--- config.mk ---
export PLATFORM = sky130hd
export DESIGN_NAME = ffha_ctrl
export DESIGN_NICKNAME = d
export VERILOG_FILES = /design/src/ffha_pkg.sv /design/src/ffha_ctrl.sv
export SDC_FILE = /design/constraint.sdc
export NUM_CORES = 1
export LEC_CHECK = 0
export ABC_AREA = 1
export BUFFER_PORTS_ARGS = -buffer_cell sky130_fd_sc_hd__buf_4
export CAP_MARGIN = 5
export CORE_MARGIN = 2
export CORE_UTILIZATION = 35
export DETAILED_ROUTE_END_ITERATION = 10
export MAX_ROUTING_LAYER = met4
export PLACE_DENSITY_LB_ADDON = 0.1
export SLEW_MARGIN = 20
export SYNTH_ARGS = -nofsm -noshare
export SYNTH_HDL_FRONTEND = slang
export SYNTH_SLANG_ARGS = --single-unit
--- constraint.sdc ---
create_clock -name clk -period 1.7 [get_ports clk]
set_input_delay 0.34 -clock clk [delete_from_list [all_inputs] [get_ports clk]]
set_output_delay 0.34 -clock clk [all_outputs]
set_load 0.01 [all_outputs]
--- src/ffha_pkg.sv ---
package ffha_pkg;

  // Heap geometry
  localparam int HEAP_BYTES   = 4096;
  localparam int HEADER_BYTES = 16;
  localparam int AW = $clog2(HEAP_BYTES);   // byte offset inside the heap
  localparam int OW = AW + 1;               // offset that can also hold HEAP_BYTES

  // Fixed field widths of the channels
  localparam int SIZE_W  = 13;
  localparam int FADDR_W = 13;
  localparam int BADDR_W = 12;
  localparam int REM_W   = 13;
  localparam int CW      = OW + SIZE_W;     // wide enough for size compares

  localparam logic REQ_ALLOC = 1'b0;
  localparam logic REQ_FREE  = 1'b1;

  typedef enum logic [1:0] {
    ST_OK      = 2'd0,
    ST_NOSPACE = 2'd1,
    ST_BADADDR = 2'd2
  } status_t;

  // One block header in the header store
  typedef struct packed {
    logic          valid;
    logic          free;
    logic [AW-1:0] size;
    logic [AW-1:0] prev;
  } hdr_t;

  localparam int HDR_W = $bits(hdr_t);

  // Datapath micro-operations issued by the controller
  typedef enum logic [4:0] {
    OP_NOP,
    OP_CLR,
    OP_LATCH,
    OP_A_RD,
    OP_A_CHK,
    OP_A_SPL,
    OP_A_TAKE,
    OP_FAIL_NS,
    OP_FAIL_BAD,
    OP_LK_RD,
    OP_LK_WR,
    OP_F_RD,
    OP_F_MARK,
    OP_F_PRD,
    OP_F_PMRG,
    OP_F_INV,
    OP_F_NRD,
    OP_F_NMRG,
    OP_F_LNK,
    OP_DONE
  } op_t;

  typedef struct packed {
    op_t op;
  } ctl_cmd_t;

  typedef struct packed {
    logic clr_last;
    logic off_end;
    logic fit;
    logic split;
    logic faddr_bad;
    logic hdr_bad;
    logic cur_zero;
    logic nb_free;
    logic nxt_in;
    logic lnk_in;
    logic split_done;
    logic out_free;
  } dp_status_t;

endpackage

--- src/ffha_ctrl.sv ---
module ffha_ctrl (
  input  logic                 clk,
  input  logic                 rst_n,
  input  logic                 in_valid,
  input  logic                 in_req_type,
  output logic                 in_ready,
  input  ffha_pkg::dp_status_t st,
  output ffha_pkg::ctl_cmd_t   cmd
);

  typedef enum logic [18:0] {
    S_CLR   = 19'h00001,
    S_IDLE  = 19'h00002,
    S_A_RD  = 19'h00004,
    S_A_CHK = 19'h00008,
    S_A_SPL = 19'h00010,
    S_A_TK  = 19'h00020,
    S_LK_RD = 19'h00040,
    S_LK_WR = 19'h00080,
    S_F_CHK = 19'h00100,
    S_F_HDR = 19'h00200,
    S_F_PRD = 19'h00400,
    S_F_PCK = 19'h00800,
    S_F_INV = 19'h01000,
    S_F_NRD = 19'h02000,
    S_F_NCK = 19'h04000,
    S_F_INN = 19'h08000,
    S_F_LNK = 19'h10000,
    S_DONE  = 19'h20000,
    S_SPARE = 19'h40000
  } state_t;

  state_t state_r, state_nxt;

  always_ff @(posedge clk) begin
    if (!rst_n) begin
      state_r <= S_CLR;
    end else begin
      state_r <= state_nxt;
    end
  end

  // Next state and command decode
  always_comb begin
    state_nxt = state_r;
    cmd.op    = ffha_pkg::OP_NOP;
    in_ready  = 1'b0;
    unique case (state_r)
      S_CLR: begin
        cmd.op = ffha_pkg::OP_CLR;
        if (st.clr_last) state_nxt = S_IDLE;
      end
      S_IDLE: begin
        in_ready = 1'b1;
        if (in_valid) begin
          cmd.op    = ffha_pkg::OP_LATCH;
          state_nxt = (in_req_type == ffha_pkg::REQ_FREE) ? S_F_CHK : S_A_RD;
        end
      end
      S_A_RD: begin
        if (st.off_end) begin
          cmd.op    = ffha_pkg::OP_FAIL_NS;
          state_nxt = S_DONE;
        end else begin
          cmd.op    = ffha_pkg::OP_A_RD;
          state_nxt = S_A_CHK;
        end
      end
      S_A_CHK: begin
        cmd.op = ffha_pkg::OP_A_CHK;
        if (!st.fit) state_nxt = S_A_RD;
        else if (st.split) state_nxt = S_A_SPL;
        else state_nxt = S_A_TK;
      end
      S_A_SPL: begin
        cmd.op    = ffha_pkg::OP_A_SPL;
        state_nxt = S_A_TK;
      end
      S_A_TK: begin
        cmd.op    = ffha_pkg::OP_A_TAKE;
        state_nxt = (st.split_done && st.nxt_in) ? S_LK_RD : S_DONE;
      end
      S_LK_RD: begin
        cmd.op    = ffha_pkg::OP_LK_RD;
        state_nxt = S_LK_WR;
      end
      S_LK_WR: begin
        cmd.op    = ffha_pkg::OP_LK_WR;
        state_nxt = S_DONE;
      end
      S_F_CHK: begin
        if (st.faddr_bad) begin
          cmd.op    = ffha_pkg::OP_FAIL_BAD;
          state_nxt = S_DONE;
        end else begin
          cmd.op    = ffha_pkg::OP_F_RD;
          state_nxt = S_F_HDR;
        end
      end
      S_F_HDR: begin
        if (st.hdr_bad) begin
          cmd.op    = ffha_pkg::OP_FAIL_BAD;
          state_nxt = S_DONE;
        end else begin
          cmd.op    = ffha_pkg::OP_F_MARK;
          state_nxt = st.cur_zero ? S_F_NRD : S_F_PRD;
        end
      end
      S_F_PRD: begin
        cmd.op    = ffha_pkg::OP_F_PRD;
        state_nxt = S_F_PCK;
      end
      S_F_PCK: begin
        if (st.nb_free) begin
          cmd.op    = ffha_pkg::OP_F_PMRG;
          state_nxt = S_F_INV;
        end else begin
          state_nxt = S_F_NRD;
        end
      end
      S_F_INV: begin
        cmd.op    = ffha_pkg::OP_F_INV;
        state_nxt = S_F_NRD;
      end
      S_F_NRD: begin
        if (st.nxt_in) begin
          cmd.op    = ffha_pkg::OP_F_NRD;
          state_nxt = S_F_NCK;
        end else begin
          state_nxt = S_F_LNK;
        end
      end
      S_F_NCK: begin
        if (st.nb_free) begin
          cmd.op    = ffha_pkg::OP_F_NMRG;
          state_nxt = S_F_INN;
        end else begin
          state_nxt = S_F_LNK;
        end
      end
      S_F_INN: begin
        cmd.op    = ffha_pkg::OP_F_INV;
        state_nxt = S_F_LNK;
      end
      S_F_LNK: begin
        cmd.op    = ffha_pkg::OP_F_LNK;
        state_nxt = st.lnk_in ? S_LK_RD : S_DONE;
      end
      S_DONE: begin
        if (st.out_free) begin
          cmd.op    = ffha_pkg::OP_DONE;
          state_nxt = S_IDLE;
        end
      end
      default: begin
        state_nxt = S_CLR;
      end
    endcase
  end

endmodule

==> results of run 1 <==
==> layout make-up <==
class | instances | area (um2) | share of cell area, %
Inverter | 35 | 131.4 | 5.486
Sequential cell | 18 | 386.6 | 16.14
Timing Repair Buffer | 77 | 625.6 | 26.12
Tap cell | 50 | 62.56 | 2.612
Multi-Input combinational cell | 153 | 1147 | 47.91
Clock buffer | 3 | 41.29 | 1.724
==> cell usage in the layout (no fill, tap or decap), types with 2 or more instances in the layout <==
cell type,count
nand2_8,2
buf_12,2
o22ai_1,3
nand4_1,8
nand3_2,6
dfxtp_4,2
dfxtp_2,15
inv_1,27
clkbuf_8,3
buf_6,6
nor2_8,3
nor2_4,19
nor2_2,14
nor2_1,25
a21oi_1,2
nor3_4,2
nand2_4,8
nand2_1,23
nor3_1,7
o21a_1,2
nand3_4,5
nand2_2,7
inv_2,8
nand3_1,8
buf_4,69
==> critical path, cell delays in order, from the launching register on <==
cell and delay (ps):
dfxtp_2 370, nor2_4 60, nand2_4 110, nor2_8 80, nand2_4 80, nor2_2 50
nor2_4 150, nand2_2 80, or3_4 370, buf_6 130
==> stage by stage <==
| step | instances | power [mW] | hold slack [ps] | setup WS [ps] | util, % |
|---|---|---|---|---|---|
| 4_1_cts | 329 | 1.775 | 241.1 | -355.9 | 56.30 |
| 5_1_grt | 336 | 1.968 | 249.0 | -436.5 | 60.30 |
| 2_1_floorplan | 206 | 0.9747 | 417.2 | 26.99 | - |
| 3_5_place_dp | 322 | 1.257 | 526.4 | -153.8 | 50.32 |
| 3_3_place_gp | 322 | 1.259 | 528.3 | -164.3 | 50.32 |
| 6_report | 336 | 1.874 | 243.8 | -378.7 | 60.30 |
==> what timing repair did <==
action,CTS,global route
pin swaps,18,13
endpoints found under the hold margin,0,0
endpoints found under the setup margin,17,18
cloned,1,0
resized for setup,47,26
setup buffers,3,7
==> power by group through the flow <==
| stage | registers (mW) | clock network, mW | logic [mW] |
|---|---|---|---|
| 3_3_place_gp | 0.472 | 0 | 0.788 |
| 6_report | 0.472 | 0.314 | 1.09 |
| 5_1_grt | 0.475 | 0.336 | 1.16 |
| 4_1_cts | 0.472 | 0.325 | 0.977 |
| 3_5_place_dp | 0.472 | 0 | 0.785 |
| 2_1_floorplan | 0.472 | 0 | 0.503 |
==> final timing paths <==
check | endpoint | slack [ps] | start | cells after the start
worst min register to register | state_r[4] | 640 | state_r[3] | 4
worst max register to register | state_r[12] | -50 | state_r[6] | 13
worst min-delay path | state_r[3] | 240 | st[10] | 2
worst max-delay path | cmd[2] | -380 | state_r[4] | 9
==> cell families (layout without fill, tap and decap cells) <==
kind of cell    Yosys count  after routing  share of synthesized area (%)
flops                    18             18                          25.29
simple gates            141            142                          59.18
buf+inv                  36            115                          10.62
compound gates           11             11                          4.916
==> layer usage <==
layer  up-vias  GRT usage, %
met4         0         4.750
met2        38         35.54
met3         5         2.632
li1        822             -
met5         -             -
met1       724         27.56
==> results by group, run 1 <==
Outcome
  – Outcome: finished with violations
  – Violated checks: negative setup slack

Synth
  – Primary FF master, synth: dfxtp_1
  – Post-synth top area share: 25.29%
  – Synth cell types: 29
  – Mapped Cells: 206
  – Syn. warnings: 0
  – Fraction of registers with async set/reset: 0%
  – Synth area leader: dfxtp_1
  – Synth area leaders: dfxtp_1 (25%), nor2_1 (9.5%), nor2_2 (7.9%), inv_1 (7.6%), nand2_1 (7.1%)
  – Post-Syn Nets: 222
  – EDFF count, synth: 0
  – Mean area per synthesized cell: 6.918 um2
  – Commonest cells in the netlist: nor2_1 (36), inv_1 (29), nand2_1 (27), dfxtp_1 (18), nor2_2 (18)
  – Seq/Total Area, Yosys: 25.29%
  – Synth Register Bits: 18
  – Most numerous cell in the Yosys netlist: nor2_1
  – Synthesized cell area: 0.001425 mm2

Pwr
  – Int Power: 1.055 mW
  – Pleak: 1.118 nW
  – Sequential Power Share: 25.2%
  – Psw: 0.8185 mW
  – Max VDD drop: 0.0004971 V
  – Sw Ratio: 43.69%
  – Clk network pwr share: 16.8%
  – Power per cell area: 782.3 mW/mm2
  – Logic pwr share: 58.1%

Die
  – Ports: 22
  – Die ar.: 0.004598 mm2
  – Height of the die: 67.81 um
  – Area of the core: 0.003971 mm2
  – Starting Density: 35.89%
  – Horiz. Die Dim: 67.81 um
  – Row count: 23

Timing
  – Final setup viols: 16
  – Max frequency: 481.1 MHz
  – Final WS setup: -378.7 ps
  – RSZ-0062 raised after global routing: yes
  – Slew Viols, Final: 0
  – Slew @ Worst Pin: 259.6 ps
  – Max Clock Skew: 7.585 ps
  – Relative slew slack: 82.63%
  – Crit path time final: 2079 ps
  – Setup tns final: -2095 ps
  – Final Hold Vio Count: 0
  – Fin crit share: 122.3%

Drt
  – Detailed Route Iter0 Violations: 48
  – WL final: 4420 um
  – Pre-antenna DRT Iters: 4
  – WL/cell: 13.15 um
  – Antenna viol nets, final: 0
  – Top routing layer in use: met4
  – Wl on met1: 2041 um
  – Via density: 4.729
  – Met3 WL: 170 um
  – Via count: 1589
  – Wire length on met2: 2166 um
  – Drc violations: 0

Placement
  – Placed instance area: 0.001998 mm2
  – Number of port buffers: 21
  – Gpl congestion: 0.9453
  – Post-DP HPWL: 3457 um

Final layout
  – # fillers: 370
  – Final net count: 304
  – Finished Cell Area: 0.002395 mm2
  – P&R area growth vs syn: 68.04%
  – Largest regs: state_r x18
  – Top reg by flops: state_r
  – ANT cells: 0
  – Share of cells above drive strength 1: 60.84%
  – Flip-flop count of the largest register after layout: 18

Worst setup path
  – Critical Path RT: 1360 ps
  – Worst EP arrival: 1740 ps
  – Crit start category: register
  – CP Class: reg2out
  – Setup crit end kind: output port
  – Max FO, Critical Path: 5

Clock tree
  – CTS root buffer: clkbuf_8
  – CTS Buffer Depth: 2
  – Clock latency at the later pin of the worst-skew pair: 260 ps
  – Hold buffers post-CTS: 0
  – CTS sink cnt: 18
  – Worst-path clk slew: 80 ps
  – CTS tree: built
  – H-tree lvl count: 1
  – CTS buffer count: 3

GRT
  – GRT Total Usage: 21.26%
  – First-pass GRT wire length: 6893 um
  – Number of global-route vias before repair: 1483
  – Initial antenna violation count: 0
  – Largest net degree at the start of global routing: 10
  – Overflow after GRT: 0

Flow run
  – Maxcap violations: 0

Hold path
  – Hold WC Path Type: in2reg
No activity file was read; power rests on OpenSTA's default activity.
==> run 2: changes to the inputs <==
==> constraint.sdc (replaced) <==
create_clock -name clk -period 1.7 [get_ports clk]
set_input_delay 0.255 -clock clk [delete_from_list [all_inputs] [get_ports clk]]
set_output_delay 0.255 -clock clk [all_outputs]
set_load 0.01 [all_outputs]
==> run 2 against run 1 <==
  * The flow still finishes with violations (negative setup slack)
  * Worst setup slack better by 54 ps
  * Critical path type unchanged
  * Maximum frequency increased by 2.7%
  * Die area did not move
  * Clock skew grew 0.60 ps
==> results by group, run 2 (synthesized netlist as in run 1, its figures left out) <==
Drt
  – Detailed Route Iter0 Violations: 65 (was 48)
  – Pre-antenna DRT Iters: 4 (unchanged)
  – Via density: 4.879 (was 4.729)
  – Antenna viol nets, final: 0 (unchanged)
  – Drc violations: 0 (unchanged)
  – WL/cell: 14.06 um (was 13.15 um)
  – Via count: 1654 (was 1589)
  – WL final: 4765 um (was 4420 um)

Pwr
  – Int Power: 1.093 mW (was 1.055 mW)
  – Clk network pwr share: 15.8% (was 16.8%)
  – Sequential Power Share: 24.2% (was 25.2%)
  – Sw Ratio: 44.43% (was 43.69%)
  – Logic pwr share: 60.0% (was 58.1%)
  – Psw: 0.8743 mW (was 0.8185 mW)
  – Pleak: 1.143 nW (was 1.118 nW)
  – Max VDD drop: 0.0005924 V (was 0.0004971 V)
  – Power per cell area: 796.7 mW/mm2 (was 782.3 mW/mm2)

Worst setup path
  – Reg-to-reg critical path startpoint: state_r[9] (was state_r[6])
  – Setup crit end kind: output port (unchanged)
  – R2R setup slack: -120 ps (was -50 ps)
  – Depth of the worst register-to-register path: 12 (was 13)
  – Buf+Inv Stages, Crit Path: 3 (was 1)
  – Critical Path RT: 1440 ps (was 1360 ps)
  – Worst path max stage delay: 330 ps (was 370 ps)
  – CP Class: reg2out (unchanged)
  – Delay-heaviest family, CP: simple AND/OR/NAND/NOR gates (unchanged)
  – Stages on the worst setup path: 11 (was 9)
  – Worst EP arrival: 1770 ps (was 1740 ps)
  – R2R Path End: state_r[1] (was state_r[12])
  – Slowest CP cell: dfxtp_2 (unchanged)
  – Max FO, Critical Path: 5 (unchanged)
  – Worst setup endpoint: cmd[0] (was cmd[2])
  – Crit path from: state_r[15] (was state_r[4])
  – Crit start category: register (unchanged)
  – Crit path cell chain: nor2_4 > nand2_4 > nor2_8 > buf_4 > nand3b_4 > nand2_2 > inv_2 > nand2_4 > nor2_1 > nand4_1 > buf_4 (was nor2_4 > nand2_4 > nor2_8 > nand2_4 > nor2_2 > nor2_4 > nand2_2 > or3_4 > buf_6)

Clock tree
  – CTS root buffer: clkbuf_8 (unchanged)
  – CTS tree: built (unchanged)
  – CTS buffer count: 3 (unchanged)
  – Clock latency at the later pin of the worst-skew pair: 260 ps (about the same)
  – CTS Buffer Depth: 2 (unchanged)
  – H-tree lvl count: 1 (unchanged)
  – CTS sink cnt: 18 (unchanged)
  – Worst-path clk slew: 80 ps (about the same)

Die
  – Ports: 22 (unchanged)
  – Starting Density: 35.89% (unchanged)
  – Height of the die: 67.81 um (unchanged)
  – Row count: 23 (unchanged)
  – Horiz. Die Dim: 67.81 um (unchanged)
  – Die ar.: 0.004598 mm2 (unchanged)
  – Area of the core: 0.003971 mm2 (unchanged)

Final layout
  – Seq. cell area: 382.9 um2 (was 386.6 um2)
  – # fillers: 363 (was 370)
  – Final net count: 307 (was 304)
  – Multi-input logic area: 0.001192 mm2 (was 0.001147 mm2)
  – Top reg by flops: state_r (unchanged)
  – P&R area growth vs syn: 73.31% (was 68.04%)
  – Flip-flop count of the largest register after layout: 18 (unchanged)
  – Largest regs: state_r x18 (unchanged)
  – Highest-count cells in the layout ignoring fill and taps: buf_4 (66), inv_1 (27), nor2_1 (25) (was buf_4 (69), inv_1 (27), nor2_1 (25))
  – Final Non-Filler Cells: 339 (was 336)
  – Share of cells above drive strength 1: 63.32% (was 60.84%)
  – ANT cells: 0 (unchanged)
  – Commonest non-fill, non-tap cell in the layout: buf_4 (unchanged)

GRT
  – First-pass GRT wire length: 6803 um (was 6893 um)
  – Number of global-route vias before repair: 1442 (was 1483)
  – GRT Total Usage: 21.32% (was 21.26%)
  – Overflow after GRT: 0 (unchanged)
  – Initial antenna violation count: 0 (unchanged)
  – Largest net degree at the start of global routing: 11 (was 10)

Placement
  – Setup WS pre-CTS: -113.1 ps (was -153.8 ps)
  – Post-DP HPWL: 3351 um (was 3457 um)
  – Gpl congestion: 0.9628 (was 0.9453)
  – Placed insts: 317 (was 322)
  – Number of port buffers: 21 (unchanged)

Timing
  – RSZ-0062 raised after global routing: yes (unchanged)
  – Final Hold Vio Count: 0 (unchanged)
  – Fin crit share: 119.1% (was 122.3%)
  – Final setup viols: 18 (was 16)
  – Relative slew slack: 80.90% (was 82.63%)
  – Slew @ Worst Pin: 285.6 ps (was 259.6 ps)
  – Max frequency: 493.9 MHz (was 481.1 MHz)
  – Slew Viols, Final: 0 (unchanged)
  – Final WS setup: -324.6 ps (was -378.7 ps)
  – Crit path time final: 2025 ps (was 2079 ps)
  – Max Clock Skew: 8.184 ps (was 7.585 ps)

Hold path
  – Worst Hold Launch: st[10] (unchanged)
  – Hold Path Cell Cnt: 2 (unchanged)
  – Hold WC Path Type: in2reg (unchanged)

Outcome
  – Outcome: finished with violations (unchanged)
  – Violated checks: negative setup slack (unchanged)

Flow run
  – Maxcap violations: 0 (unchanged)
## run 2: power groups by stage
stage	Combinational [mW]	Sequential, mW	Clock, mW
after global placement	0.762	0.472	0
after detailed placement	0.767	0.472	0
after global routing	1.25	0.479	0.340
after floorplan	0.503	0.472	0
after CTS	0.891	0.462	0.311
final	1.18	0.475	0.311
## run 2: how the worst min path moves through the flow
stage	end	slack [ps]
after global routing	state_r[3]	140
after detailed placement	state_r[3]	430
after global placement	state_r[3]	440
final	state_r[3]	150
after CTS	state_r[3]	160
after floorplan	state_r[10]	330
## run 2: area by class of cell
cell class | count | share of cell area (%)
repair buffers | 79 | 26.70
multi-input cells | 154 | 48.28
inverters | 35 | 5.319
flip-flops and latches | 18 | 15.50
clock buffers | 3 | 1.672
well taps | 50 | 2.533
## run 2: what timing repair did
action / 4_1_cts / 5_1_grt
hold buffers: 0 / 0
endpoints found under the hold margin: 0 / 0
endpoints found under the setup margin: 16 / 20
setup buffers: 8 / 11
pin swaps: 11 / 35
resized for setup: 29 / 58
gates cloned: 1 / 1
## run 2: metrics by stage
stage | hold WS (ps) | total power, mW | setup TNS [ps] | utilization, % | area, um2
after floorplan | 332.2 | 0.9747 | 0 | - | 1425
after global placement | 436.1 | 1.234 | -848.3 | 48.68 | 1933
after detailed placement | 432.4 | 1.239 | -1236 | 48.68 | 1933
after CTS | 159.8 | 1.665 | -2165 | 54.38 | 2160
after global routing | 140.3 | 2.070 | -4051 | 62.19 | 2470
final | 151.4 | 1.968 | -2412 | 62.19 | 2470
## run 2: layer usage
metal | global-route usage [%] | share of wire, % | up-vias
met5 | - | 0 | -
met4 | 8.750 | 3.1 | 0
met3 | 2.632 | 3.2 | 13
met2 | 33.95 | 50 | 40
met1 | 27.47 | 44 | 776
li1 | - | - | 825
